===== src/rtl/mwf_pkg.sv =====
package mwf_pkg;

	// Width of one map entry: one wall bit per absolute side.
	localparam int WALL_W = 4;

	// Absolute sides and headings.
	localparam logic [1:0] HEAD_NORTH = 2'd0;
	localparam logic [1:0] HEAD_EAST  = 2'd1;
	localparam logic [1:0] HEAD_SOUTH = 2'd2;
	localparam logic [1:0] HEAD_WEST  = 2'd3;

	// Configuration register indexes.
	localparam logic [1:0] CFG_GOAL_X       = 2'd0;
	localparam logic [1:0] CFG_GOAL_Y       = 2'd1;
	localparam logic [1:0] CFG_FOLLOW_RIGHT = 2'd2;

	// Move decision reported with each result.
	typedef enum logic [2:0] {
		ACT_LEFT  = 3'd0,
		ACT_FWD   = 3'd1,
		ACT_RIGHT = 3'd2,
		ACT_BACK  = 3'd3,
		ACT_STOP  = 3'd4
	} action_t;

endpackage


===== src/rtl/mwf_wall_mem.sv =====
module mwf_wall_mem #(
	parameter int DEPTH  = 256,
	parameter int ADDR_W = 8
) (
	input  logic                       clk,
	input  logic                       arst_n,
	input  logic                       we,
	input  logic [ADDR_W-1:0]          waddr,
	input  logic [mwf_pkg::WALL_W-1:0] wdata,
	input  logic [ADDR_W-1:0]          raddr,
	output logic [mwf_pkg::WALL_W-1:0] rdata,
	output logic                       busy
);

	logic [mwf_pkg::WALL_W-1:0] mem [DEPTH];

	logic                       clr_q;
	logic [ADDR_W-1:0]          clr_addr_q;
	logic                       w_en;
	logic [ADDR_W-1:0]          w_addr;
	logic [mwf_pkg::WALL_W-1:0] w_data;
	logic [mwf_pkg::WALL_W-1:0] rd_raw_q;
	logic [mwf_pkg::WALL_W-1:0] byp_data_q;
	logic                       byp_q;

	// The clearing pass owns the write port until every entry is zero.
	always_comb begin
		w_en   = clr_q | we;
		w_addr = clr_q ? clr_addr_q : waddr;
		w_data = clr_q ? '0 : wdata;
	end

	// Sweep one entry per cycle after reset.
	always_ff @(posedge clk or negedge arst_n) begin
		if (!arst_n) begin
			clr_q      <= 1'b1;
			clr_addr_q <= '0;
		end else if (clr_q) begin
			clr_addr_q <= clr_addr_q + 1'b1;
			if (clr_addr_q == ADDR_W'(DEPTH - 1)) begin
				clr_q <= 1'b0;
			end
		end
	end

	// Single write port, one registered read port.
	always_ff @(posedge clk) begin
		if (w_en) begin
			mem[w_addr] <= w_data;
		end
		rd_raw_q <= mem[raddr];
	end

	// A write to the address being read in the same cycle is forwarded.
	always_ff @(posedge clk or negedge arst_n) begin
		if (!arst_n) begin
			byp_q      <= 1'b0;
			byp_data_q <= '0;
		end else begin
			byp_q      <= w_en && (w_addr == raddr);
			byp_data_q <= w_data;
		end
	end

	assign rdata = byp_q ? byp_data_q : rd_raw_q;
	assign busy  = clr_q;

endmodule


===== src/rtl/maze_wall_follower_step.sv =====
// Wall-following step controller for a maze robot.
// Input stream (s_*): one transaction per sensed cell carrying the left, front and
// right wall sensor bits. Output stream (m_*): one transaction per input with the
// chosen move, the new position and heading, the updated walls of the sensed cell
// and the at-goal and off-grid flags.
// Configuration: cfg_we writes cfg_data into register cfg_index (0 goal column,
// 1 goal row, 2 follow-right select) at the clock edge; write only while idle.
// The result is registered: it is valid the cycle after the input is taken.
// One item is taken per cycle while the map is not being cleared and the
// receiver is ready. The current cell's map entry is read ahead, addressed by
// the position the robot will hold next, so the wall read-modify-write and
// the move decision fit between the read register and the result register.
// After reset the wall map is cleared one entry per cycle, all GRID_SIDE*GRID_SIDE
// entries (256 at the default size); s_tready stays low during that pass.
// Reset also puts the robot at column 0, row 0, heading north.
// When the receiver stalls, the result register holds and one new item is taken
// only as the held result leaves.
module maze_wall_follower_step #(
	parameter int GRID_SIDE = 16
) (
	input  logic        clk,
	input  logic        arst_n,
	input  logic        s_tvalid,
	output logic        s_tready,
	// [0] sense_left, [1] sense_front, [2] sense_right, [7:3] zero
	input  logic [7:0]  s_tdata,
	output logic        m_tvalid,
	input  logic        m_tready,
	// [2:0] action, [6:3] pos_x, [10:7] pos_y, [12:11] heading,
	// [16:13] cell_walls, [17] at_goal, [18] off_grid, [23:19] zero
	output logic [23:0] m_tdata,
	input  logic        cfg_we,
	input  logic [1:0]  cfg_index,
	input  logic [3:0]  cfg_data
);

	localparam int POS_W     = $clog2(GRID_SIDE);
	localparam int MAP_CELLS = GRID_SIDE * GRID_SIDE;
	localparam int ADDR_W    = $clog2(MAP_CELLS);
	localparam int CMP_W     = (POS_W > 4) ? POS_W : 4;
	localparam logic [POS_W-1:0] POS_MAX = POS_W'(GRID_SIDE - 1);

	// Configuration registers.
	logic [3:0] goal_x_q;
	logic [3:0] goal_y_q;
	logic       follow_right_q;

	// Robot state.
	logic [POS_W-1:0] cur_x_q;
	logic [POS_W-1:0] cur_y_q;
	logic [1:0]       heading_q;

	// Result register.
	logic                       out_valid_q;
	mwf_pkg::action_t           out_action_q;
	logic [3:0]                 out_x_q;
	logic [3:0]                 out_y_q;
	logic [1:0]                 out_heading_q;
	logic [mwf_pkg::WALL_W-1:0] out_walls_q;
	logic                       out_goal_q;
	logic                       out_off_q;

	logic                       s_acc;
	logic                       mem_busy;
	logic                       wl;
	logic                       wf;
	logic                       wr;
	logic [mwf_pkg::WALL_W-1:0] cell_old;
	logic [mwf_pkg::WALL_W-1:0] sensed;
	logic [mwf_pkg::WALL_W-1:0] cell_new;
	logic                       at_goal;
	mwf_pkg::action_t           act;
	logic [1:0]                 h_next;
	logic [POS_W-1:0]           nx;
	logic [POS_W-1:0]           ny;
	logic                       off;
	logic [CMP_W-1:0]           nx_ext;
	logic [CMP_W-1:0]           ny_ext;
	logic [POS_W-1:0]           rd_x;
	logic [POS_W-1:0]           rd_y;
	logic [ADDR_W-1:0]          cur_addr;
	logic [ADDR_W-1:0]          rd_addr;

	assign s_tready = !mem_busy && (!out_valid_q || m_tready);
	assign s_acc    = s_tvalid && s_tready;

	assign wl = s_tdata[0];
	assign wf = s_tdata[1];
	assign wr = s_tdata[2];

	// Configuration writes; indexes beyond the list are ignored.
	always_ff @(posedge clk or negedge arst_n) begin
		if (!arst_n) begin
			goal_x_q       <= '0;
			goal_y_q       <= '0;
			follow_right_q <= 1'b1;
		end else if (cfg_we) begin
			unique case (cfg_index)
				mwf_pkg::CFG_GOAL_X:       goal_x_q       <= cfg_data;
				mwf_pkg::CFG_GOAL_Y:       goal_y_q       <= cfg_data;
				mwf_pkg::CFG_FOLLOW_RIGHT: follow_right_q <= cfg_data[0];
				default: ;
			endcase
		end
	end

	// Map the relative sensor bits onto absolute sides and merge them in.
	always_comb begin
		for (int side = 0; side < mwf_pkg::WALL_W; side++) begin
			sensed[side] = (wf && (2'(side) == heading_q))
				|| (wl && (2'(side) == heading_q + 2'd3))
				|| (wr && (2'(side) == heading_q + 2'd1));
		end
		cell_new = cell_old | sensed;
	end

	assign at_goal = (CMP_W'(cur_x_q) == CMP_W'(goal_x_q))
		&& (CMP_W'(cur_y_q) == CMP_W'(goal_y_q));

	// Stop on the goal; otherwise pick the first open way in the wall-following order.
	always_comb begin
		if (at_goal) begin
			act = mwf_pkg::ACT_STOP;
		end else if (follow_right_q) begin
			priority if (!wr) act = mwf_pkg::ACT_RIGHT;
			else if (!wf)     act = mwf_pkg::ACT_FWD;
			else if (!wl)     act = mwf_pkg::ACT_LEFT;
			else              act = mwf_pkg::ACT_BACK;
		end else begin
			priority if (!wl) act = mwf_pkg::ACT_LEFT;
			else if (!wf)     act = mwf_pkg::ACT_FWD;
			else if (!wr)     act = mwf_pkg::ACT_RIGHT;
			else              act = mwf_pkg::ACT_BACK;
		end
	end

	// Turn, then step one cell unless that leaves the grid.
	always_comb begin
		unique case (act)
			mwf_pkg::ACT_LEFT:  h_next = heading_q + 2'd3;
			mwf_pkg::ACT_RIGHT: h_next = heading_q + 2'd1;
			mwf_pkg::ACT_BACK:  h_next = heading_q + 2'd2;
			default:            h_next = heading_q;
		endcase
		nx  = cur_x_q;
		ny  = cur_y_q;
		off = 1'b0;
		if (!at_goal) begin
			unique case (h_next)
				mwf_pkg::HEAD_NORTH: begin
					if (cur_y_q != POS_MAX) ny = cur_y_q + 1'b1;
					else off = 1'b1;
				end
				mwf_pkg::HEAD_EAST: begin
					if (cur_x_q != POS_MAX) nx = cur_x_q + 1'b1;
					else off = 1'b1;
				end
				mwf_pkg::HEAD_SOUTH: begin
					if (cur_y_q != '0) ny = cur_y_q - 1'b1;
					else off = 1'b1;
				end
				default: begin
					if (cur_x_q != '0) nx = cur_x_q - 1'b1;
					else off = 1'b1;
				end
			endcase
		end
		nx_ext = CMP_W'(nx);
		ny_ext = CMP_W'(ny);
	end

	// Map addresses: write at the current cell, read ahead at the next one.
	always_comb begin
		rd_x     = s_acc ? nx : cur_x_q;
		rd_y     = s_acc ? ny : cur_y_q;
		cur_addr = ADDR_W'(cur_y_q * GRID_SIDE + cur_x_q);
		rd_addr  = ADDR_W'(rd_y * GRID_SIDE + rd_x);
	end

	mwf_wall_mem #(
		.DEPTH  (MAP_CELLS),
		.ADDR_W (ADDR_W)
	) u_wall_mem (
		.clk    (clk),
		.arst_n (arst_n),
		.we     (s_acc),
		.waddr  (cur_addr),
		.wdata  (cell_new),
		.raddr  (rd_addr),
		.rdata  (cell_old),
		.busy   (mem_busy)
	);

	// Robot state advances with each accepted transaction.
	always_ff @(posedge clk or negedge arst_n) begin
		if (!arst_n) begin
			cur_x_q   <= '0;
			cur_y_q   <= '0;
			heading_q <= mwf_pkg::HEAD_NORTH;
		end else if (s_acc) begin
			cur_x_q   <= nx;
			cur_y_q   <= ny;
			heading_q <= h_next;
		end
	end

	// Result valid flag.
	always_ff @(posedge clk or negedge arst_n) begin
		if (!arst_n) begin
			out_valid_q <= 1'b0;
		end else if (s_acc) begin
			out_valid_q <= 1'b1;
		end else if (m_tready) begin
			out_valid_q <= 1'b0;
		end
	end

	// Result payload.
	always_ff @(posedge clk) begin
		if (s_acc) begin
			out_action_q  <= act;
			out_x_q       <= nx_ext[3:0];
			out_y_q       <= ny_ext[3:0];
			out_heading_q <= h_next;
			out_walls_q   <= cell_new;
			out_goal_q    <= at_goal;
			out_off_q     <= off;
		end
	end

	assign m_tvalid = out_valid_q;
	assign m_tdata  = {5'b0, out_off_q, out_goal_q, out_walls_q, out_heading_q,
		out_y_q, out_x_q, out_action_q};

`ifndef NO_ASSERTIONS
	// No item may enter while the map is still being cleared.
	a_no_accept_clear: assert property (@(posedge clk) disable iff (!arst_n)
		mem_busy |-> !s_tready)
		else $error("input accepted during map clearing");

	// Standing on the goal freezes position and heading.
	a_goal_holds: assert property (@(posedge clk) disable iff (!arst_n)
		(s_acc && at_goal) |=> (cur_x_q == $past(cur_x_q) && cur_y_q == $past(cur_y_q)
			&& heading_q == $past(heading_q)))
		else $error("robot moved while at goal");

	// A step that stays on the grid always changes the position.
	a_step_moves: assert property (@(posedge clk) disable iff (!arst_n)
		(s_acc && !at_goal && !off) |=> (cur_x_q != $past(cur_x_q)
			|| cur_y_q != $past(cur_y_q)))
		else $error("step taken without a position change");
`endif

endmodule


===== config.mk =====
export PLATFORM = sky130hd
export DESIGN_NAME = maze_wall_follower_step
export DESIGN_NICKNAME = d
export VERILOG_FILES = /design/src/rtl/mwf_pkg.sv /design/src/rtl/mwf_wall_mem.sv /design/src/rtl/maze_wall_follower_step.sv
export SDC_FILE = /design/constraint.sdc
export NUM_CORES = 1
export LEC_CHECK = 0
export BUFFER_PORTS_ARGS = -buffer_cell sky130_fd_sc_hd__buf_2
export CORE_MARGIN = 4
export CORE_UTILIZATION = 45
export CTS_CLUSTER_SIZE = 30
export DETAILED_ROUTE_END_ITERATION = 16
export SYNTH_ARGS = -nofsm -noshare
export SYNTH_HDL_FRONTEND = slang
export SYNTH_SLANG_ARGS = --single-unit

===== constraint.sdc =====
create_clock -name clk -period 19.7 [get_ports clk]
set_input_delay 2.955 -clock clk [delete_from_list [all_inputs] [get_ports clk]]
set_output_delay 2.955 -clock clk [all_outputs]
set_load 0.02 [all_outputs]

==> out/metrics.csv, run 1 <==
metric;value;unit
outcome;complete, no violations;
leakage;0.0153;uW
H-tree levels;3;
Setup TNS;0;ns
fin crit share;38.7;%
Core Region;97300;sq um
Clock Sinks;1080;
unrepaired setup endpoints after global routing;false;
top-area cell type share of the netlist area;70.4;%
Synth Area in Compound Gates;4.29;%
r2r worst-path depth;16;
wirelength, routed;106000;microns
hold buffers post-CTS;0;
Hold Path Class;register to register;
post-synthesis adder-cell area fraction;0.253;%
fraction of registers with async set/reset;3.15;%
Clock Pin Slew Worst Setup and Hold Paths;0.06;ns
Synth area leaders;edfxtp_1 (70%), mux4_2 (12%), nor2_1 (2.5%);
Worst Path Arrival;8.16;ns
worst flop-to-flop path startpoint;heading_q[1]$_DFFE_PN0P_;
average routed wire per standard cell;27.3;microns
commonest non-fill, non-tap cell in the layout;edfxtp_1;
drt drc;0;
post-route ant nets;0;
largest net degree at the start of global routing;257;
hold path endpoint;m_tvalid$_DFFE_PN0P_;
Synth Area in Simple Gates;5.71;%
vias per inst;5.98;
Most used DFF post-synth;edfxtp_1;
GP Congestion;0.860;
Die X;322;microns
f_max;131;MHz
slew margin rel.;0.185;%
Post-synth EDFFs;1042;
first-pass GRT wire length;158000;microns
Syn Area/Cell;18.1;sq um
number of global-route vias before repair;23880;
YS warnings;0;
total congestion overflow;0;
VDD IR max;0.000218;V
mux share of post-synthesis cell area;14.5;%
total of max-cap violations;0;
post-synth cell types;85;
Mapped Cells;2459;
Multi-input gate area;11400;sq um
post-CTS setup buffer count;0;
reg2reg end;u_wall_mem.rd_raw_q[2]$_DFF_P_;
nature of the critical path startpoint;primary input;
P&R area growth vs syn;11.4;%
PwrDens;157;nW/um^2
register area share after synthesis;72.5;%
# rows;114;
sequential cell area;32200;sq um
Max FO, Critical Path;107;
combinational family with the most area after synthesis;multiplexers;
dpl hpwl;63400;microns
GRT Total Usage;20.5;%
Die Ht;322;microns
num ports;45;
hold path depth;2;
Port Buffer Count;34;
CTS root buf;clkbuf_16;
Setup violations, final;0;
initial antenna violation count;0;
skew final;0.0269;ns
clock buffer depth;3;
worst path required time;20.25;ns
fin nets;2523;
Worst-Margin Slew;1.50;ns
fin crit period;7.62;ns
FILL cells;7753;
DRT iter0 DRCs;2183;
Seq cells post-synth;1080;
worst-skew pair later-pin latency;0.68;ns
Synth Area in XOR/XNOR;0.535;%
number of buffers created by CTS;108;
most frequent cells in the layout;edfxtp_1 (1,042), nor2_1 (299), mux4_2 (243);
CTS tree;done;
final hold violations;0;
TritonRoute pass-1 iters;6;
DR vias;23099;
hold path start;m_tvalid$_DFFE_PN0P_;
count of pins over their slew limit;0;
crit path capture type;register;
largest area contributor in the netlist;edfxtp_1;
critical path class;primary input to register;
r2r setup slk;13.37;ns
# resized after CTS;0;
Synth Cell Area;44400;sq um
Die Area;104000;sq um
final core utilization;50.9;%
Starting Density;45.7;%
share of cells above drive strength 1;22.1;%
-- worst max-delay path by stage --
| stage | from | to |
|---|---|---|
| floorplan | s_tdata[1] | u_wall_mem.mem[0][0]$_DFFE_PP_ |
| global placement | s_tdata[0] | u_wall_mem.rd_raw_q[2]$_DFF_P_ |
| detailed placement | s_tdata[0] | u_wall_mem.rd_raw_q[2]$_DFF_P_ |
| CTS | s_tdata[0] | u_wall_mem.rd_raw_q[2]$_DFF_P_ |
| global route | s_tdata[0] | u_wall_mem.rd_raw_q[2]$_DFF_P_ |
| finish | s_tdata[0] | u_wall_mem.rd_raw_q[2]$_DFF_P_ |
-- flip-flops by register name (all words and copies together) (netlist names) --
signal                 cells
out_y_q                    4
out_heading_q              2
u_wall_mem.busy            1
out_off_q                  1
goal_y_q                   4
u_wall_mem.clr_addr_q      8
m_tvalid                   1
out_x_q                    4
out_walls_q                4
goal_x_q                   4
u_wall_mem.rd_raw_q        4
out_action_q               3
cur_x_q                    4
u_wall_mem.mem          1024
u_wall_mem.byp_data_q      4
follow_right_q             1
heading_q                  2
cur_y_q                    4
u_wall_mem.byp_q           1
-- Yosys cell counts (13+ instances only) --
master and n:
nor3_1 13, clkbuf_1 58, nand2_1 112, buf_4 30, edfxtp_1 1042, a21oi_1 30
nor2_1 300, nand3_1 37, nor4_1 17, inv_1 24, mux2_2 23, o22ai_1 13
mux2i_1 73, o21ai_0 29, a22oi_1 44, nand4_1 16, mux4_2 243, a31oi_1 17
buf_2 49, o31ai_1 15, xnor2_1 14, dfrtp_1 32
-- cells by family after synthesis --
family,after synthesis
DFF,1080
and+or+nand+nor,565
adders and majority gates,9
buffers and inverters,187
AOI/OAI and AO/OA,253
muxes,339
other,1
xor gates and xnor gates,25
-- stage by stage --
step	total power (uW)	worst slack, ns	hold WS, ns	instance area, sq um	cells
4_1_cts	7820	12.08	0.529	49500	3863
6_report	7750	12.08	0.521	49500	3865
2_1_floorplan	5090	6.75	0.499	44400	2463
3_5_place_dp	5730	11.36	0.516	45900	3661
5_1_grt	8100	11.70	0.540	49500	3863
3_3_place_gp	5670	11.40	0.506	45900	3661
-- where the power goes --
group	total, uW	internal, uW	switching (uW)
registers	3030	2980	53.7
logic	2630	939	1690
clock network	2090	1220	867
total	7750	5140	2610
-- critical path, cell delays in order --
cell and delay, ns:
buf_2 0.28, or3b_1 0.42, a21oi_1 0.40, o2111ai_2 0.25
xnor2_4 0.21, buf_4 0.48, clkinv_8 0.59, buf_12 0.53
mux4_2 0.58, mux2i_1 0.32, nand2_1 0.10, a2111oi_0 0.41
a311o_1 0.37, a211oi_1 0.08
-- metal layers --
layer / vias up / GRT usage (%) / part of all wire [%]
met1: 12051 / 27.4 / 41
met3: 198 / 3.61 / 6.7
met5: - / 0 / 0
li1: 9973 / - / -
met4: 0 / 6.06 / 2.8
met2: 877 / 34.7 / 50
-- layout make-up --
class	count	area share (%)
clock buffer	128	5.70
tap	1276	3.23
multi-input combinational	1196	23.0
inverter	32	0.273
sequential	1080	65.1
antenna	2	0.0101
timing repair buffer	77	1.07
clock inverter	74	1.63
Power figures use the tool's default switching activity.
==> inputs of run 2 (changes only) <==
- clock period: 19.7 -> 7.47 ns (I/O delays scaled with it)
==> run 2 against run 1 <==
Effect of this change:
- critical path depth decreased by 1
- register-to-register slack got worse by 12 ns
- clock power increased to 2.6 times the previous value
- via count increased by 0.99%
- critical path type is now register to register
- largest cell class unchanged
- largest power group unchanged
==> out/metrics.csv, run 2 (synthesis results as in run 1) <==
metric;value;unit
GP Congestion;0.876;
most frequent cells in the layout;edfxtp_1 (1,042), nor2_1 (299), mux4_2 (243);
number of global-route vias before repair;23767;
PwrDens;414;nW/um^2
num ports;45;
biggest registers after layout;u_wall_mem.mem x1024, u_wall_mem.clr_addr_q x8;
total of max-cap violations;0;
r2r worst-path depth;13;
average routed wire per standard cell;27.9;microns
clock buffer depth;3;
Final Total Pwr;20500;uW
Clock Pin Slew Worst Setup and Hold Paths;0.06;ns
GRT Total Usage;20.7;%
CTS root buf;clkbuf_16;
largest net degree at the start of global routing;258;
post-CTS setup buffer count;0;
fin crit share;77.7;%
VDD IR max;0.000823;V
fin nets;2524;
worst flop-to-flop path startpoint;heading_q[1]$_DFFE_PN0P_;
count of pins over their slew limit;0;
Worst Path Arrival;6.40;ns
hold_ws;0.536;ns
Setup violations, final;0;
Worst-Margin Slew;1.28;ns
share of cells above drive strength 1;21.8;%
hold path depth;1;
Die Area;104000;sq um
Post-Layout Inst Area;49500;sq um
dpl hpwl;64100;microns
post-route ant nets;0;
Largest delay share family, worst path;simple AND/OR/NAND/NOR gates;
fin crit period;5.80;ns
DRT iter0 DRCs;2602;
P&R area growth vs syn;11.4;%
H-tree levels;3;
CP peak stage delay;0.83;ns
max FFs per register;1024;
skew final;0.0260;ns
# rows;114;
Max FO, Critical Path;14;
final hold violations;0;
commonest non-fill, non-tap cell in the layout;edfxtp_1;
Die X;322;microns
wirelength, routed;107000;microns
crit path capture type;register;
final core utilization;50.9;%
hold path endpoint;goal_x_q[2]$_DFFE_PN0P_;
DR vias;23328;
Clock Sinks;1080;
nature of the critical path startpoint;register;
worst-skew pair later-pin latency;0.68;ns
drt drc;0;
leakage;0.0153;uW
CP max-delay cell;nor2_2;
Port Buffer Count;34;
worst path required time;8.06;ns
total congestion overflow;0;
vias per inst;6.05;
# resized after CTS;0;
reg2reg end;u_wall_mem.rd_raw_q[1]$_DFF_P_;
dpl cell area;46000;sq um
CP Buf/Inv Count;2;
outcome;complete, no violations;
initial antenna violation count;2;
hold buffers post-CTS;0;
Critical Path, Cell by Cell;inv_1 -> ha_1 -> or2_2 -> a41oi_1 -> a21oi_2 -> inv_2 -> nand2_4 -> a311o_1 -> nor2_2 -> nor4_1 -> a22o_1 -> or4_1 -> a211oi_2;
unrepaired setup endpoints after global routing;false;
hold path start;goal_x_q[2]$_DFFE_PN0P_;
Hold Path Class;register to register;
number of diodes;0;
CTS tree;done;
first-pass GRT wire length;158000;microns
r2r setup slk;1.67;ns
Die Ht;322;microns
TritonRoute pass-1 iters;5;
slew margin rel.;14.4;%
f_max;172;MHz
Setup TNS;0;ns
number of buffers created by CTS;106;
Starting Density;45.7;%
Core Region;97300;sq um
critical path class;register to register;
largest reg by FF count;u_wall_mem.mem;
run 2: cell count changes in the layout (fill, tap and decap cells not counted), sizes merged:
cell	before	now
diode	2	0
bufinv	15	16
clkinvlp	11	3
buf	77	80
inv	37	34
clkinv	43	42
run 2: metrics by stage:
| step | worst slack (ns) | std cells |
|---|---|---|
| global route | 1.49 | 3855 |
| CTS | 1.74 | 3855 |
| floorplan | 0.354 | 2463 |
| detailed placement | 1.65 | 3664 |
| global placement | 1.70 | 3664 |
| finish | 1.67 | 3855 |
run 2: power by group:
part	internal [uW]	total [uW]	switching (uW)
registers	7850	8000	146
clock network	3210	5440	2230
logic	2540	7060	4530
run 2: area by class of cell:
cell class                      instances  area [sq um]
Tap cell                             1276          1600
Clock buffer                          128          2800
Clock inverter                         63           748
Fill cell                            7839         47800
Multi-Input combinational cell       1196         11400
Timing Repair Buffer                   80           603
Inverter                               32           135
Sequential cell                      1080         32200
run 2: worst max-delay path by stage:
stage	start	endpoint	slack, ns	cells past startpoint
after global routing	u_wall_mem.busy$_DFF_PN1_	u_wall_mem.rd_raw_q[1]$_DFF_P_	1.49	14
after detailed placement	s_tdata[0]	u_wall_mem.rd_raw_q[2]$_DFF_P_	1.65	14
after floorplan	s_tdata[1]	u_wall_mem.mem[0][0]$_DFFE_PP_	0.35	4
after global placement	m_tready	u_wall_mem.rd_raw_q[2]$_DFF_P_	1.70	13
after CTS	heading_q[1]$_DFFE_PN0P_	u_wall_mem.rd_raw_q[2]$_DFF_P_	1.74	15
final	heading_q[1]$_DFFE_PN0P_	u_wall_mem.rd_raw_q[1]$_DFF_P_	1.67	13
run 2: per-layer routing:
metal	wire length (microns)	vias up	GRT usage (%)	share of wire, %
li1	-	9990	-	-
met1	43400	12173	27.9	40
met2	53400	988	34.9	50
met3	7800	177	3.77	7.3
met4	2860	0	5.89	2.7
met5	0	-	0	0
run 2: worst register-to-register path, stage by stage, from the launching register on:
cell and delay, ns:
dfrtp_1 0.59, inv_1 0.25, ha_1 0.44, or2_2 0.35, a41oi_1 0.57, a21oi_2 0.23
inv_2 0.26, nand2_4 0.13, a311o_1 0.63, nor2_2 0.83, nor4_1 0.29, a22o_1 0.32
or4_1 0.58, a211oi_2 0.27
==> inputs of run 3 (changes only) <==
- ABC_AREA: not set -> 1
- clock period: 7.47 -> 5.2 ns (I/O delays scaled with it)
==> run 3 against run 2 <==
Effect of this change:
- design area increased by 8.6%
- combinational power increased by 67%
- critical path depth increased by 13
- clock skew decreased by 0.0042 ns
- global-route usage increased by 1.1 points
- sequential share of layout area decreased by 5.2 points
- worst setup slack got worse by 0.83 ns
- die area increased by 9.1%
- synthesized area increased by 9.4%
- synthesized cell count increased by 97%
- register-to-register slack got worse by 0.83 ns
- non-clock buffer count increased by 44
==> out/metrics.csv, run 3 <==
metric;value;unit
post-CTS setup buffer count;0;
dpl hpwl;71700;microns
Port Buffer Count;34;
worst-skew pair later-pin latency;0.69;ns
YS warnings;0;
Seq cells post-synth;1080;
CTS root buf;clkbuf_16;
initial antenna violation count;1;
top-area cell type share of the netlist area;64.4;%
leakage;0.0217;uW
number of buffers created by CTS;111;
DRT iter0 DRCs;3066;
# rows;120;
average routed wire per standard cell;19.6;microns
top-count cell post-synth;nand2_1;
total congestion overflow;0;
Die X;337;microns
hold_ws;0.192;ns
share of cells above drive strength 1;6.66;%
largest net degree at the start of global routing;162;
Worst Path Arrival;4.99;ns
most frequent cells in the layout;nand2_1 (1,297), edfxtp_1 (1,042), nand3_1 (902);
fin nets;4842;
Post-synth EDFFs;1042;
# resized after CTS;0;
Die Ht;337;microns
number of global-route vias before repair;31473;
unrepaired setup endpoints after global routing;false;
number of diodes;0;
fin crit share;83.9;%
crit path capture type;register;
worst path required time;5.83;ns
commonest non-fill, non-tap cell in the layout;nand2_1;
Worst-Margin Slew;1.10;ns
Clock Pin Slew Worst Setup and Hold Paths;0.06;ns
register area share after synthesis;66.3;%
Syn Area/Cell;10.0;sq um
outcome;complete, no violations;
DR vias;32761;
Setup TNS;0;ns
wirelength, routed;124000;microns
total of max-cap violations;0;
Starting Density;45.3;%
DP Worst Slack;0.730;ns
GRT Total Usage;21.8;%
post-route ant nets;0;
PwrDens;586;nW/um^2
P&R area growth vs syn;10.7;%
GP Congestion;0.843;
slew margin rel.;26.8;%
post-synth cell types;45;
Setup violations, final;0;
f_max;229;MHz
critical path class;register to register;
Mapped Cells;4844;
max FFs per register;1024;
skew final;0.0218;ns
clock buffer depth;3;
r2r worst-path depth;26;
Core Region;107000;sq um
VDD IR max;0.000692;V
CTS tree;done;
largest reg by FF count;u_wall_mem.mem;
final hold violations;0;
count of pins over their slew limit;0;
Hold Path Class;primary input to asynchronous set/reset pin;
fraction of registers with async set/reset;3.15;%
H-tree levels;3;
TritonRoute pass-1 iters;6;
Max FO, Critical Path;60;
biggest registers after layout;u_wall_mem.mem x1024, u_wall_mem.clr_addr_q x8;
worst setup margin;0.840;ns
largest area contributor in the netlist;edfxtp_1;
Die Area;113000;sq um
fin crit period;4.36;ns
Most used DFF post-synth;edfxtp_1;
hold buffers post-CTS;0;
drt drc;0;
vias per inst;5.19;
Synth Cell Area;48600;sq um
Synth area leaders;edfxtp_1 (64%), nand2_1 (10%), nand3_1 (9.3%);
top cells by count, synth;nand2_1 (1,299), edfxtp_1 (1,042), nand3_1 (903), inv_1 (784), nor2_1 (289);
nature of the critical path startpoint;register;
Clock Sinks;1080;
num ports;45;
first-pass GRT wire length;189000;microns
==> run 3: cell types whose count changed after synthesis, sizes merged, moves of 23 or more <==
cell,previous run,this run
mux2,23,0
o211ai,11,34
nand3,39,906
mux4,243,0
a22oi,44,0
inv,32,794
mux2i,73,0
o21ai,33,78
buf,97,215
nand2,116,1307
==> run 3: cells by family (layout without fill, tap and decap cells) <==
kind of cell,after synthesis,in the layout,synth area share (%)
other,1,5,0.00772
buffers and inverters,1068,1127,9.25
flip-flops,1080,1080,66.3
AO/OA/AOI/OAI,138,138,1.71
XOR/XNOR,18,18,0.324
adder cells (fa/ha/maj),9,9,0.232
AND/OR/NAND/NOR,2530,2530,22.1
==> run 3: power breakdown <==
group / internal [uW] / total (uW) / switching [uW] / leakage [uW]
sequential: 11600 / 11700 / 123 / 0.00977
clock: 4690 / 8010 / 3330 / 0.00179
combinational: 2930 / 11800 / 8890 / 0.0101
==> run 3: routing by layer <==
layer	global-route usage (%)	wire length (microns)
met1	29.6	52600
met3	3.37	9040
met5	0	0
met4	6.91	3530
met2	36.4	58700
==> run 3: path summary, 6_finish.rpt <==
path	startpoint	to	slack, ns
min	arst_n	cur_x_q[0]$_DFF_PN0_	0.19
min reg2reg	u_wall_mem.clr_addr_q[7]$_DFFE_PN0P_	u_wall_mem.clr_addr_q[7]$_DFFE_PN0P_	0.50
max	cur_x_q[1]$_DFF_PN0_	u_wall_mem.rd_raw_q[3]$_DFF_P_	0.84
max reg2reg	cur_x_q[1]$_DFF_PN0_	u_wall_mem.rd_raw_q[3]$_DFF_P_	0.84
min in group clk	m_tready	m_tvalid$_DFFE_PN0P_	0.29
max in group asynchronous	arst_n	u_wall_mem.byp_data_q[2]$_DFF_PN0_	4.48
==> run 3: stage by stage <==
stage	std cells	cell area [sq um]	utilization, %	power (uW)
final	6310	53800	50.2	31500
after global routing	6310	53800	50.2	33200
after CTS	6310	53800	50.2	31700
after detailed placement	6104	50100	46.8	23700
after global placement	6104	50100	46.8	23600
after floorplan	4848	48700	-	19700
==> run 3: critical path, cell delays in order (launching register included) <==
cell	delay [ns]
dfrtp_1	0.49
inv_2	0.18
nand2_1	0.06
nand2_1	0.05
nand2_1	0.06
nor2_2	0.16
nand2_4	0.16
nand2_1	0.09
nand2_1	0.06
nand3_2	0.11
nand3_1	0.08
nand2_1	0.13
clkinv_1	0.12
nand3_1	0.13
nand3_4	0.23
nand2_8	0.42
buf_12	0.30
nand2_1	0.08
o21ai_1	0.10
nand2_1	0.07
nand3_1	0.09
nand3_1	0.15
nand3_1	0.17
nand3_1	0.19
nand3_1	0.30
nand3_1	0.11
nand2_1	0.11
==> run 3: layout make-up <==
| class | instances | area (sq um) |
|---|---|---|
| multi-input cells | 2700 | 12000 |
| repair buffers | 124 | 1170 |
| clock inverters | 69 | 699 |
| inverters | 797 | 2990 |
| well taps | 1403 | 1760 |
| clock buffers | 137 | 2940 |
| fillers | 9667 | 53400 |
| flip-flops and latches | 1080 | 32200 |
